--- config.mk ---
export PLATFORM = sky130hd
export DESIGN_NAME = cluster_statistic_reducer_core
export DESIGN_NICKNAME = d
export VERILOG_FILES = /design/src/rtl/clstat_pkg.sv /design/src/rtl/clstat_front.sv /design/src/rtl/clstat_queue.sv /design/src/rtl/clstat_back.sv /design/src/rtl/cluster_statistic_reducer_core.sv
export VERILOG_INCLUDE_DIRS = /design/src /design/src/rtl
export SDC_FILE = /design/constraint.sdc
export NUM_CORES = 2
export LEC_CHECK = 0
export ABC_AREA = 1
export BUFFER_PORTS_ARGS = -buffer_cell sky130_fd_sc_hd__buf_2
export CELL_PAD_IN_SITES_DETAIL_PLACEMENT = 0
export CELL_PAD_IN_SITES_GLOBAL_PLACEMENT = 1
export CORE_UTILIZATION = 35
export CTS_BUF_LIST = sky130_fd_sc_hd__clkbuf_4 sky130_fd_sc_hd__clkbuf_8
export CTS_CLUSTER_DIAMETER = 30
export DETAILED_ROUTE_END_ITERATION = 12
export PLACE_DENSITY = 0.71
export SYNTH_ARGS = -nofsm -noshare
export SYNTH_HDL_FRONTEND = slang
export SYNTH_SLANG_ARGS = --single-unit
export TNS_END_PERCENT = 1
--- constraint.sdc ---
create_clock -name clk -period 42.6 [get_ports clk]
set_input_delay 0 -clock clk [delete_from_list [all_inputs] [get_ports clk]]
set_output_delay 0 -clock clk [all_outputs]
set_load 0.01 [all_outputs]
--- src/rtl/cluster_statistic_reducer_core_defines.svh ---
// Assertion macros shared by the cluster statistic reducer RTL.
// Needs signals named clk and rst in the module that uses them.
`ifndef CLUSTER_STATISTIC_REDUCER_CORE_DEFINES_SVH
`define CLUSTER_STATISTIC_REDUCER_CORE_DEFINES_SVH

`ifndef SYNTHESIS
// invariant checked at every clock edge out of reset
`define CLSTAT_ASSERT(label, prop, msg) \
  label: assert property (@(posedge clk) disable iff (rst) (prop)) else $error(msg);
// condition in one cycle implies a consequence in the next
`define CLSTAT_ASSERT_NEXT(label, cond, cons, msg) \
  label: assert property (@(posedge clk) disable iff (rst) (cond) |=> (cons)) else $error(msg);
`else
`define CLSTAT_ASSERT(label, prop, msg)
`define CLSTAT_ASSERT_NEXT(label, cond, cons, msg)
`endif

`endif

--- src/rtl/clstat_pkg.sv ---
// Package for the cluster statistic reducer: types, codes and limits.
// No dependencies; used by every RTL module of the block.
`default_nettype none

package clstat_pkg;

  localparam int unsigned MAG_W   = 32;
  localparam int unsigned SUM_W   = 48;
  localparam int unsigned CNT_W   = 17;
  localparam int unsigned NUM_W   = 16;
  localparam int unsigned MODE_W  = 3;
  localparam int unsigned SCALE_W = 32;
  localparam int unsigned PROD_W  = CNT_W + SCALE_W;

  localparam int unsigned MAX_CLUSTER_VOXELS = 65536;
  localparam int unsigned MAX_CLUSTERS       = 65535;

  localparam logic [MAG_W-1:0] Q_MAX = 32'h7FFF_FFFF;
  localparam logic [MAG_W-1:0] Q_MIN = 32'h8000_0000;

  localparam logic [SCALE_W-1:0] SCALE_RESET = 32'd65536;

  typedef enum logic [MODE_W-1:0] {
    MODE_MEAN       = 3'd0,
    MODE_MAX        = 3'd1,
    MODE_ABS_MAX    = 3'd2,
    MODE_SIGNED_MAX = 3'd3,
    MODE_SIZE       = 3'd4,
    MODE_ORDER      = 3'd5
  } mode_t;

  typedef enum logic {
    REG_EDIT_MODE    = 1'b0,
    REG_VOLUME_SCALE = 1'b1
  } reg_index_t;

  typedef enum logic [1:0] {
    BK_IDLE,
    BK_DIV,
    BK_MUL,
    BK_DONE
  } back_state_t;

  typedef struct packed {
    logic [MODE_W-1:0]  edit_mode;
    logic [SCALE_W-1:0] volume_scale;
  } cfg_t;

  typedef struct packed {
    logic signed [SUM_W-1:0] sum;
    logic signed [MAG_W-1:0] max_val;
    logic        [MAG_W-1:0] abs_max;
    logic signed [MAG_W-1:0] signed_max;
    logic        [CNT_W-1:0] count;
    logic        [NUM_W-1:0] number;
  } cluster_rec_t;

endpackage

`default_nettype wire

--- src/rtl/clstat_front.sv ---
// Front end: accepts voxel beats and accumulates per-cluster statistics.
// Emits one cluster record per cluster end. Uses clstat_pkg.
`default_nettype none

module clstat_front import clstat_pkg::*; (
  input  wire logic                    clk,
  input  wire logic                    rst,
  input  wire logic                    accept,
  input  wire logic signed [MAG_W-1:0] magnitude,
  input  wire logic                    last_of_cluster,
  input  wire logic                    last_of_array,
  output logic                         rec_write,
  output cluster_rec_t                 rec
);

  localparam logic [CNT_W-1:0] VOX_LIMIT = CNT_W'(MAX_CLUSTER_VOXELS);
  localparam logic [NUM_W-1:0] NUM_LIMIT = NUM_W'(MAX_CLUSTERS);

  logic signed [SUM_W-1:0] run_sum, sum_next;
  logic signed [MAG_W-1:0] run_max, max_next;
  logic        [MAG_W-1:0] run_abs, abs_next;
  logic signed [MAG_W-1:0] run_smax, smax_next;
  logic        [CNT_W-1:0] voxel_counter, count_next;
  logic        [NUM_W-1:0] cluster_counter, number_next;

  logic [MAG_W-1:0] mag_u, mag_abs, smax_u, smax_abs;

  always_comb begin
    mag_u    = magnitude;
    mag_abs  = mag_u[MAG_W-1] ? (~mag_u + 1'b1) : mag_u;
    smax_u   = run_smax;
    smax_abs = smax_u[MAG_W-1] ? (~smax_u + 1'b1) : smax_u;

    sum_next   = run_sum;
    max_next   = run_max;
    abs_next   = run_abs;
    smax_next  = run_smax;
    count_next = voxel_counter;

    if (voxel_counter == '0) begin
      sum_next   = {{(SUM_W-MAG_W){magnitude[MAG_W-1]}}, magnitude};
      max_next   = magnitude;
      abs_next   = mag_abs;
      smax_next  = magnitude;
      count_next = CNT_W'(1);
    end else if (voxel_counter < VOX_LIMIT) begin
      sum_next = run_sum + {{(SUM_W-MAG_W){magnitude[MAG_W-1]}}, magnitude};
      if (magnitude > run_max) max_next = magnitude;
      if (mag_abs > run_abs) abs_next = mag_abs;
      if (mag_abs > smax_abs) smax_next = magnitude;
      count_next = voxel_counter + 1'b1;
    end
    // beats past the voxel limit are dropped but may still close the cluster

    number_next = (cluster_counter < NUM_LIMIT) ? cluster_counter + 1'b1 : cluster_counter;
  end

  assign rec_write = accept && last_of_cluster;

  always_comb begin
    rec.sum        = sum_next;
    rec.max_val    = max_next;
    rec.abs_max    = abs_next;
    rec.signed_max = smax_next;
    rec.count      = count_next;
    rec.number     = number_next;
  end

  always_ff @(posedge clk) begin
    if (accept) begin
      run_sum  <= sum_next;
      run_max  <= max_next;
      run_abs  <= abs_next;
      run_smax <= smax_next;
    end
  end

  always_ff @(posedge clk) begin
    if (rst) begin
      voxel_counter   <= '0;
      cluster_counter <= '0;
    end else if (accept) begin
      voxel_counter <= rec_write ? '0 : count_next;
      if (rec_write) begin
        cluster_counter <= last_of_array ? '0 : number_next;
      end
    end
  end

endmodule

`default_nettype wire

--- src/rtl/clstat_queue.sv ---
// Short record queue between the front end and the back end.
// Holds finished cluster records; uses clstat_pkg for the record type.
`default_nettype none

`include "cluster_statistic_reducer_core_defines.svh"

module clstat_queue import clstat_pkg::*; #(
  parameter int unsigned DEPTH = 4
) (
  input  wire logic   clk,
  input  wire logic   rst,
  input  wire logic   wr_en,
  input  wire cluster_rec_t wr_data,
  input  wire logic   rd_en,
  output cluster_rec_t rd_data,
  output logic        full,
  output logic        empty
);

  localparam int unsigned PTR_W = (DEPTH > 1) ? $clog2(DEPTH) : 1;
  localparam int unsigned CNT_W_Q = $clog2(DEPTH + 1);
  localparam logic [PTR_W-1:0]   LAST_PTR = PTR_W'(DEPTH - 1);
  localparam logic [CNT_W_Q-1:0] FULL_CNT = CNT_W_Q'(DEPTH);

  cluster_rec_t        slots [DEPTH];
  logic [PTR_W-1:0]    wr_ptr, rd_ptr;
  logic [CNT_W_Q-1:0]  fill;

  assign full    = (fill == FULL_CNT);
  assign empty   = (fill == '0);
  assign rd_data = slots[rd_ptr];

  always_ff @(posedge clk) begin
    if (wr_en) slots[wr_ptr] <= wr_data;
  end

  always_ff @(posedge clk) begin
    if (rst) begin
      wr_ptr <= '0;
      rd_ptr <= '0;
      fill   <= '0;
    end else begin
      if (wr_en) wr_ptr <= (wr_ptr == LAST_PTR) ? '0 : wr_ptr + 1'b1;
      if (rd_en) rd_ptr <= (rd_ptr == LAST_PTR) ? '0 : rd_ptr + 1'b1;
      case ({wr_en, rd_en})
        2'b10:   fill <= fill + 1'b1;
        2'b01:   fill <= fill - 1'b1;
        default: fill <= fill;
      endcase
    end
  end

  `CLSTAT_ASSERT(a_q_no_overflow, !(wr_en && full), "record queue written while full")
  `CLSTAT_ASSERT(a_q_no_underflow, !(rd_en && empty), "record queue read while empty")
  `CLSTAT_ASSERT_NEXT(a_q_fill_tracks, wr_en && !rd_en, fill == $past(fill) + 1'b1,
    "queue fill did not grow on write")

endmodule

`default_nettype wire

--- src/rtl/clstat_back.sv ---
// Back end: turns a cluster record into the selected statistic.
// Serial restoring divider for the mean, registered multiply for size.
// Uses clstat_pkg; holds the result register seen on the output side.
`default_nettype none

`include "cluster_statistic_reducer_core_defines.svh"

module clstat_back import clstat_pkg::*; (
  input  wire logic        clk,
  input  wire logic        rst,
  input  wire cfg_t        cfg,
  input  wire cluster_rec_t q_data,
  input  wire logic        q_empty,
  output logic             q_pop,
  input  wire logic        res_pop,
  output logic             res_valid,
  output logic [MAG_W-1:0] res_value,
  output logic [CNT_W-1:0] res_count,
  output logic [NUM_W-1:0] res_number
);

  localparam int unsigned STEP_W = $clog2(SUM_W);
  localparam int unsigned REM_W  = CNT_W - 1;
  localparam logic [STEP_W-1:0] LAST_STEP = STEP_W'(SUM_W - 1);

  back_state_t st, st_next;

  logic                    sum_neg;
  logic [SUM_W-1:0]        quo;
  logic [REM_W-1:0]        rem;
  logic [STEP_W-1:0]       step;
  logic signed [MAG_W-1:0] max_r, smax_r;
  logic [MAG_W-1:0]        abs_r;
  logic [CNT_W-1:0]        cnt_r;
  logic [NUM_W-1:0]        num_r;
  logic [PROD_W-1:0]       prod;

  logic             out_load;
  logic [SUM_W-1:0] sum_abs;
  logic [CNT_W-1:0] rem_shift;
  logic             rem_ge;
  logic [MAG_W-1:0] value;
  logic             pop_fire;

  assign pop_fire = res_pop && res_valid;

  // next state
  always_comb begin
    st_next = st;
    unique case (st)
      BK_IDLE: begin
        if (!q_empty) st_next = (cfg.edit_mode == MODE_MEAN) ? BK_DIV : BK_MUL;
      end
      BK_DIV:  if (step == LAST_STEP) st_next = BK_DONE;
      BK_MUL:  st_next = BK_DONE;
      BK_DONE: if (!res_valid || pop_fire) st_next = BK_IDLE;
      default: st_next = BK_IDLE;
    endcase
  end

  // control outputs
  always_comb begin
    q_pop    = 1'b0;
    out_load = 1'b0;
    unique case (st)
      BK_IDLE: q_pop = !q_empty;
      BK_DIV:  ;
      BK_MUL:  ;
      BK_DONE: out_load = !res_valid || pop_fire;
      default: ;
    endcase
  end

  always_ff @(posedge clk) begin
    if (rst) st <= BK_IDLE;
    else     st <= st_next;
  end

  always_comb begin
    sum_abs   = q_data.sum[SUM_W-1] ? (~q_data.sum + 1'b1) : q_data.sum;
    rem_shift = {rem, quo[SUM_W-1]};
    rem_ge    = (rem_shift >= cnt_r);
  end

  // datapath: dividend shifts out of quo as quotient bits shift in
  always_ff @(posedge clk) begin
    if (q_pop) begin
      sum_neg <= q_data.sum[SUM_W-1];
      quo     <= sum_abs;
      rem     <= '0;
      step    <= '0;
      max_r   <= q_data.max_val;
      abs_r   <= q_data.abs_max;
      smax_r  <= q_data.signed_max;
      cnt_r   <= q_data.count;
      num_r   <= q_data.number;
    end else if (st == BK_DIV) begin
      rem  <= rem_ge ? REM_W'(rem_shift - cnt_r) : REM_W'(rem_shift);
      quo  <= {quo[SUM_W-2:0], rem_ge};
      step <= step + 1'b1;
    end
    if (st == BK_MUL) prod <= cnt_r * cfg.volume_scale;
  end

  always_comb begin
    case (cfg.edit_mode)
      MODE_MEAN: begin
        if (sum_neg) value = (quo > {{(SUM_W-MAG_W){1'b0}}, Q_MIN}) ? Q_MIN
                                                                  : ~quo[MAG_W-1:0] + 1'b1;
        else         value = (quo > {{(SUM_W-MAG_W){1'b0}}, Q_MAX}) ? Q_MAX : quo[MAG_W-1:0];
      end
      MODE_MAX:        value = max_r;
      MODE_ABS_MAX:    value = abs_r[MAG_W-1] ? Q_MAX : abs_r;
      MODE_SIGNED_MAX: value = smax_r;
      MODE_SIZE:       value = (prod > {{(PROD_W-MAG_W){1'b0}}, Q_MAX}) ? Q_MAX
                                                                       : prod[MAG_W-1:0];
      MODE_ORDER:      value = num_r[NUM_W-1] ? Q_MAX : {num_r[NUM_W-2:0], 16'h0000};
      default:         value = '0;
    endcase
  end

  always_ff @(posedge clk) begin
    if (out_load) begin
      res_value  <= value;
      res_count  <= cnt_r;
      res_number <= num_r;
    end
  end

  always_ff @(posedge clk) begin
    if (rst)           res_valid <= 1'b0;
    else if (out_load) res_valid <= 1'b1;
    else if (pop_fire) res_valid <= 1'b0;
  end

  `CLSTAT_ASSERT(a_div_rem_below_divisor, st != BK_DIV || CNT_W'(rem) < cnt_r,
    "divider remainder not below divisor")
  `CLSTAT_ASSERT(a_div_nonzero, st != BK_DIV || cnt_r != '0, "mean division by zero count")
  `CLSTAT_ASSERT_NEXT(a_res_held, res_valid && !res_pop, res_valid && $stable(res_value),
    "stalled result changed")

endmodule

`default_nettype wire

--- src/rtl/cluster_statistic_reducer_core.sv ---
// Top level of the cluster statistic reducer: config registers, front end,
// record queue and back end. Uses clstat_pkg, clstat_front, clstat_queue, clstat_back.
//
//   channel  | handshake          | payload
//   ---------+--------------------+-----------------------------------------------
//   voxels   | push / full        | magnitude, last_of_cluster, last_of_array
//   results  | empty / pop        | cluster_value, voxel_count, cluster_number
//   config   | cfg_write          | cfg_index, cfg_data
//
// The front end takes one voxel beat per cycle while full is low; full rises
// only while the record queue holds QUEUE_DEPTH finished clusters.
// Per cluster the back end pops a record, runs a 48-step serial divider in mean mode
// or a registered multiply otherwise; write-back waits for a free output register.
// One result waits in the output register while the back end works on the next.
// rst is synchronous: counters and queue clear, registers return to their defaults.
`default_nettype none

module cluster_statistic_reducer_core import clstat_pkg::*; #(
  parameter int unsigned QUEUE_DEPTH = 4
) (
  input  wire logic                      clk,
  input  wire logic                      rst,
  input  wire logic                      push,
  output logic                           full,
  input  wire logic signed [MAG_W-1:0]   magnitude,
  input  wire logic                      last_of_cluster,
  input  wire logic                      last_of_array,
  output logic                           empty,
  input  wire logic                      pop,
  output logic signed [MAG_W-1:0]        cluster_value,
  output logic [CNT_W-1:0]               voxel_count,
  output logic [NUM_W-1:0]               cluster_number,
  input  wire logic                      cfg_write,
  input  wire logic                      cfg_index,
  input  wire logic [SCALE_W-1:0]        cfg_data
);

  cfg_t         cfg;
  cluster_rec_t rec_in, rec_out;
  logic         accept, rec_write, q_full, q_empty, q_pop, res_valid;
  logic [MAG_W-1:0] res_value;

  always_ff @(posedge clk) begin
    if (rst) begin
      cfg.edit_mode    <= MODE_MEAN;
      cfg.volume_scale <= SCALE_RESET;
    end else if (cfg_write) begin
      unique case (cfg_index)
        REG_EDIT_MODE:    cfg.edit_mode    <= cfg_data[MODE_W-1:0];
        REG_VOLUME_SCALE: cfg.volume_scale <= cfg_data;
        default:          ;
      endcase
    end
  end

  assign full   = q_full;
  assign accept = push && !q_full;

  clstat_front u_front (
    .clk             (clk),
    .rst             (rst),
    .accept          (accept),
    .magnitude       (magnitude),
    .last_of_cluster (last_of_cluster),
    .last_of_array   (last_of_array),
    .rec_write       (rec_write),
    .rec             (rec_in)
  );

  clstat_queue #(
    .DEPTH (QUEUE_DEPTH)
  ) u_queue (
    .clk     (clk),
    .rst     (rst),
    .wr_en   (rec_write),
    .wr_data (rec_in),
    .rd_en   (q_pop),
    .rd_data (rec_out),
    .full    (q_full),
    .empty   (q_empty)
  );

  clstat_back u_back (
    .clk        (clk),
    .rst        (rst),
    .cfg        (cfg),
    .q_data     (rec_out),
    .q_empty    (q_empty),
    .q_pop      (q_pop),
    .res_pop    (pop),
    .res_valid  (res_valid),
    .res_value  (res_value),
    .res_count  (voxel_count),
    .res_number (cluster_number)
  );

  assign empty         = !res_valid;
  assign cluster_value = res_value;

endmodule

`default_nettype wire

Word-level counts from Yosys, hierarchy flattened. Memory sizes are Yosys's and may differ from the RTL's. A register that Yosys moved wholly into a read port is not among the register bits. Index checks and enable logic that the tools add are counted.

Register bits: 536. Bits in latches: 0. RAM bits: 708. ROM bits: 0. Input port bits: 72. Output and inout port bits: 67. Word-level logic and storage cells: 135. Memories kept: 1.

Add/sub/neg operators: 13. Multipliers: 1. Div/mod/pow operators: 0. Order comparisons: 9. Eq/ne operators: 17. Shift-type cells: 0. Mux-type cells: 45. Bitwise operators: 5. Reduce and logical (&&, ||, !) cells: 18.

Memories: u_queue.slots (depth 4, bits a word 177, read ports 1, clocked after memory_dff 1, wr ports 1, RTL line clstat_queue.sv:25) `cluster_rec_t slots [DEPTH];`.

Operators with widths (number): $mux 32 (15); $mux 48 (5); $pmux 32 s6 (1); $add 32x1->32 const B (3); $gt 32x32->1 (3); $not 32->32 (3); $mux 31 (2); $mux 17 (3); $gt 49x31->1 const B (1); $mul 17x32->49 (1); $add 48x1->48 const B (1); $add 48x48->48 (1); $gt 48x31->1 const B (1); $gt 48x32->1 const B (1); $mux 16 (3); $not 48->48 (1); $add 17x1->17 const B (1); $ge 17x17->1 (1); $logic_not 17->1 (1); $lt 17x17->1 const B (1); $add 16x1->16 const B (1); $lt 16x16->1 const B (1); $mux 2 (8); $sub 16x16->16 (1); 24 further kinds (48).

Longest topological paths before layout.
Depth in word-level cells: 7. Gate-level depth with buffers: 29. Depth with buffers taken out: 27.

By module. A second synthesis with hierarchy kept.

Cell total of the unflattened synthesis: 8543. Area, all modules: 78119.9 µm².

Modules (own cells, without submodules): clstat_back (times used 1, cells an instance 4385, area each 34758.3 µm²); clstat_queue (times used 1, cells an instance 1771, area each 26469.1 µm²); clstat_front (times used 1, cells an instance 2223, area each 15633.7 µm²); cluster_statistic_reducer_core (times used 1, cells an instance 164, area each 1258.7 µm²).

Worst setup path before layout. No wires, ideal clock.

Path type: register -> register. From: reg u_queue.fill[2]. To: mem u_queue.slots[0][0] (netlist bit), enable pin. Setup time: 0.717 ns. Arrival time: 15.480 ns. Data required time: 41.883 ns. Setup slack: 26.403 ns. Cell stages (with the launch flop): 7. Clock period less this slack: 16.197 ns. Cells stage by stage: dfxtp_1 > inv_1 > nor3_1 > nor2_1 > nand2_1 > clkbuf_1 > nor2_1.

Longest elaborated chain between the ends: 6.

Ends and longest elaborated chain: start, declared (RTL line clstat_queue.sv:27) `logic [CNT_W_Q-1:0] fill;`; start signal, assigned (RTL line clstat_queue.sv:46) `2'b10: fill <= fill + 1'b1;`; start signal, assigned (RTL line clstat_queue.sv:47) `2'b01: fill <= fill - 1'b1;`; start signal, assigned (RTL line clstat_queue.sv:48) `default: fill <= fill;`; $eq 3x3->1 (RTL line clstat_queue.sv:29) `assign full = (fill == FULL_CNT);`; via full (RTL line cluster_statistic_reducer_core.sv:24) `output logic full,`; $logic_not 1->1 (RTL line cluster_statistic_reducer_core.sv:57) `assign accept = push && !q_full;`; $logic_and 1x1->1 (RTL line cluster_statistic_reducer_core.sv:57); via accept (RTL line cluster_statistic_reducer_core.sv:40) `logic accept, rec_write, q_full, q_empty, q_pop, res_valid;`; $logic_and 1x1->1 (RTL line clstat_front.sv:58) `assign rec_write = accept && last_of_cluster;`; $mux 1 (RTL line clstat_queue.sv:34) `if (wr_en) slots[wr_ptr] <= wr_data;`; $mux 1 (implied by the code) (RTL line clstat_queue.sv:34); end, declared (RTL line clstat_queue.sv:25).

The timed path passes the listed nets, and every way through them passes these cells.

Worst setup path in the final report.
From: reg, netlist name cfg[18]. To: reg u_back.prod[36] (data pin).

Longest elaborated chain between the ends: 1.

Ends and longest elaborated chain: $mul 17x32->49 (RTL line clstat_back.sv:102) `if (st == BK_MUL) prod <= cnt_r * cfg.volume_scale;`; end signal, assigned (RTL line clstat_back.sv:102); end, declared (RTL line clstat_back.sv:36) `logic [PROD_W-1:0] prod;`.

No other way between the ends. A chain may end at the register's enable or synchronous reset.

==> results_dict.tcl <==
set metrics [dict create \
    initial_core_util_pct 35.3 \
    core_area_um2 218000 \
    rows 171 \
    drc 0 \
    min_period_over_period_pct 16.6 \
    fin_ws_ps 35520 \
    num_vias 59276 \
    via_per_inst 5.08 \
    ctsResizeCount 0 \
    max_freq_ghz 0.141 \
    globalplace.congestion 0.929 \
    crit_family "adder cells" \
    register_area_um2 36400 \
    worst-path-max-fanout 18 \
    tns_ps 0 \
    drtPass1Iterations 6 \
    finClkSkew_ps 122 \
    fin_util_pct 40.5 \
    die-width_um 471 \
    yosysWarnings 0 \
    multi_input_area_um2 34500 \
    fin_area_um2 88300 \
    startpoint_type "flip-flop" \
    worstSetupPathType "flip-flop to flip-flop" \
    clk_path_buf_depth 4 \
    cp_common_cell "fa_1" \
    grt_first_pass_wirelength_mm 373 \
    netlist_instances 8314 \
    maxSlewHeadroom_pct 20.8 \
    slowest_delay_ps 860 \
    worstPathRequired_ps 43210 \
    final_common_cell "nand2_1" \
    dp_hpwl_mm 175 \
    clk_pin_slew_ps 60 \
    synth.distinct_cells 51 \
    synth_area_per_cell_um2 9.25 \
    synthArstFlopShare_pct 0 \
    layout_common_cells "nand2_1 (1921), inv_1 (1213), edfxtp_1 (1144), nor2_1 (792), o21ai_0 (588)" \
    die_area_um2 222000 \
    cts_buffers 303 \
    dp.cells 11015 \
    reg2reg_slack_ps 35520 \
    placed_area_um2 80500 \
    htree_levels 5 \
    p_per_area_nw_per_um2 90.2 \
    grt_max_degree 159 \
    ant_nets 0 \
    cp-startpoint "cfg[18]" \
    cp.arrival_ps 7680 \
    tightest_slew_ps 1180 \
    clkLatencyLatePin_ps 1020 \
    preCtsSetupSlack_ps 35590 \
    drv_slew 0 \
    instances_no_fill 11677 \
    p_leak_uw 0.0378 \
    irDropWorstVdd_v 0.000108 \
    die_h_um 471 \
    wirelength_mm 247 \
    boundaryPins 139 \
    ys.flop_type "edfxtp_1" \
    drive_gt1_share_pct 8.55 \
    slowest_stage "dfxtp_1" \
    r2r-end "u_back.prod[36]" \
    drtIter0Drc 4731 \
    cts_tree "done" \
    path_buf_inv 4 \
    hold_viol 0 \
    grt_overflow_total 0 \
    area_growth_pct 14.8 \
    synth_area_um2 76900 \
    hold_start "cfg_data[17]" \
    syn-num-nets 9139 \
    numPortBuffers 138 \
    grt_pass1_vias 59832 \
    detail_route.wl_per_cell_um 21.2 \
    regToRegStartpoint "cfg[18]" \
    holdPathEnd "cfg[17]" \
    endpoint_kind "flip-flop" \
    clock-root-buffer "clkbuf_8" \
    rsz0062_at_grt "no" \
    synth_enable_flop_cells 1144 \
    hp-class "input pin to flip-flop" \
    grt_usage_pct 22.2 \
    cts.sinks 1246 \
    setup_viol 0 \
    antenna_found_initial 10 \
    min_path_cells 4 \
    synth-seq-area-share_pct 47.3 \
    status "complete, no violations" \
    crit_chain "nand2_1, fa_1, inv_1, fa_1, fa_1, fa_1, fa_1, inv_1, fa_1, inv_1, ha_1, nand2_1, inv_1, a21oi_1, a21boi_0, nand2_1, a21oi_1, o21ai_0, xor2_1" \
    drv_cap 0 \
    nFillCells 21640 \
    finalNetCount 9417 \
    period_needed_ps 7080 \
    ys_seq_elements 1246 \
    worstRegToRegCells 19 \
]
-- layer usage --
layer | track usage [%] | routed length [um] | vias to the layer above
met4 | 7.44 | 8150 | 0
met3 | 2.90 | 13600 | 416
met5 | 0 | 0 | -
li1 | - | - | 27830
met1 | 28.9 | 105000 | 29181
met2 | 37.9 | 120000 | 1849
-- metrics by stage --
| stage | hold slack [ps] | total power, uW |
|---|---|---|
| after floorplan | 113 | 4880 |
| after global placement | 259 | 6410 |
| after detailed placement | 265 | 6400 |
| after CTS | 0.577 | 8000 |
| after global routing | 61.3 | 8610 |
| final | 76.7 | 7960 |
-- cells in the mapped netlist, types with 5 or more instances --
cell type,instances,area share (%)
a21boi_0,10,0.098
a21o_1,15,0.15
a21oi_1,294,1.9
a221oi_1,6,0.068
a22oi_1,10,0.098
a31oi_1,21,0.17
and2_1,5,0.041
and3_1,6,0.049
buf_1,6,0.029
buf_2,32,0.21
buf_6,5,0.073
clkbuf_1,331,1.6
dfxtp_1,102,2.7
edfxtp_1,1144,45
fa_1,452,12
ha_1,301,4.9
inv_1,1215,5.9
inv_2,5,0.024
nand2_1,1923,9.4
nand3_1,438,2.9
nand3b_1,8,0.078
nand4_1,79,0.64
nor2_1,797,3.9
nor3_1,64,0.42
nor4_1,21,0.17
o211ai_1,21,0.21
o21a_1,8,0.078
o21ai_0,589,3.8
o21ai_1,16,0.10
o21bai_1,26,0.25
o22ai_1,135,1.1
o31ai_1,7,0.068
or2_2,7,0.057
xnor2_1,63,0.72
xor2_1,118,1.3
-- timing repair --
action | CTS | global route
hold endpoints to repair | 863 | 0
endpoints found under the setup margin | 0 | 0
hold buffers | 126 | 0
buffers inserted | 0 | 0
-- tightest hold or removal path, cell delays in order --
cell and delay (ps):
dlygate4sd3_1 520, buf_2 100, o21ai_0 190, nor2_1 130
-- power breakdown --
group	switching (uW)	leakage, uW	internal (uW)
combinational	3110	0.0231	1430
clock	593	0.00326	933
sequential	122	0.0114	1780
total	3820	0.0378	4140
-- registers in the layout, summed over array words and instances, names as in the netlist, 35 cells and up, named ones only --
signal,count
cfg,35
u_queue.slots,708
u_front.run_sum,48
u_back.quo,48
u_back.prod,49
-- how the worst max path moves through the flow --
stage	slack, ps	endpoint	depth (start not counted)
2_1_floorplan	26400	u_queue.slots[0][0]	6
3_3_place_gp	35580	u_back.prod[36]	20
3_5_place_dp	35590	u_back.prod[36]	19
4_1_cts	35500	u_back.prod[36]	20
5_1_grt	35240	u_back.prod[36]	20
6_report	35520	u_back.prod[36]	19
-- kinds of logic (layout without fill, tap and decap cells) --
| kind of cell | Yosys count | count (layout) | synth area share (%) |
|---|---|---|---|
| simple gates | 3359 | 3359 | 17.7 |
| fa+ha+maj | 753 | 753 | 16.7 |
| xor+xnor | 181 | 181 | 2.06 |
| compound gates | 1173 | 1173 | 8.31 |
| buf+inv | 1602 | 2105 | 7.94 |
| flops | 1246 | 1246 | 47.3 |
| other cells | 0 | 6 | 0 |
-- final cells by class --
class | count | area share (%)
multi-input cells | 5466 | 39.1
clock buffers | 369 | 5.36
diodes | 6 | 0.0170
inverters | 1224 | 5.22
flip-flops and latches | 1246 | 41.2
repair buffers | 351 | 3.05
well taps | 2854 | 4.05
clock inverters | 161 | 1.96
Power figures use the tool's default switching activity.
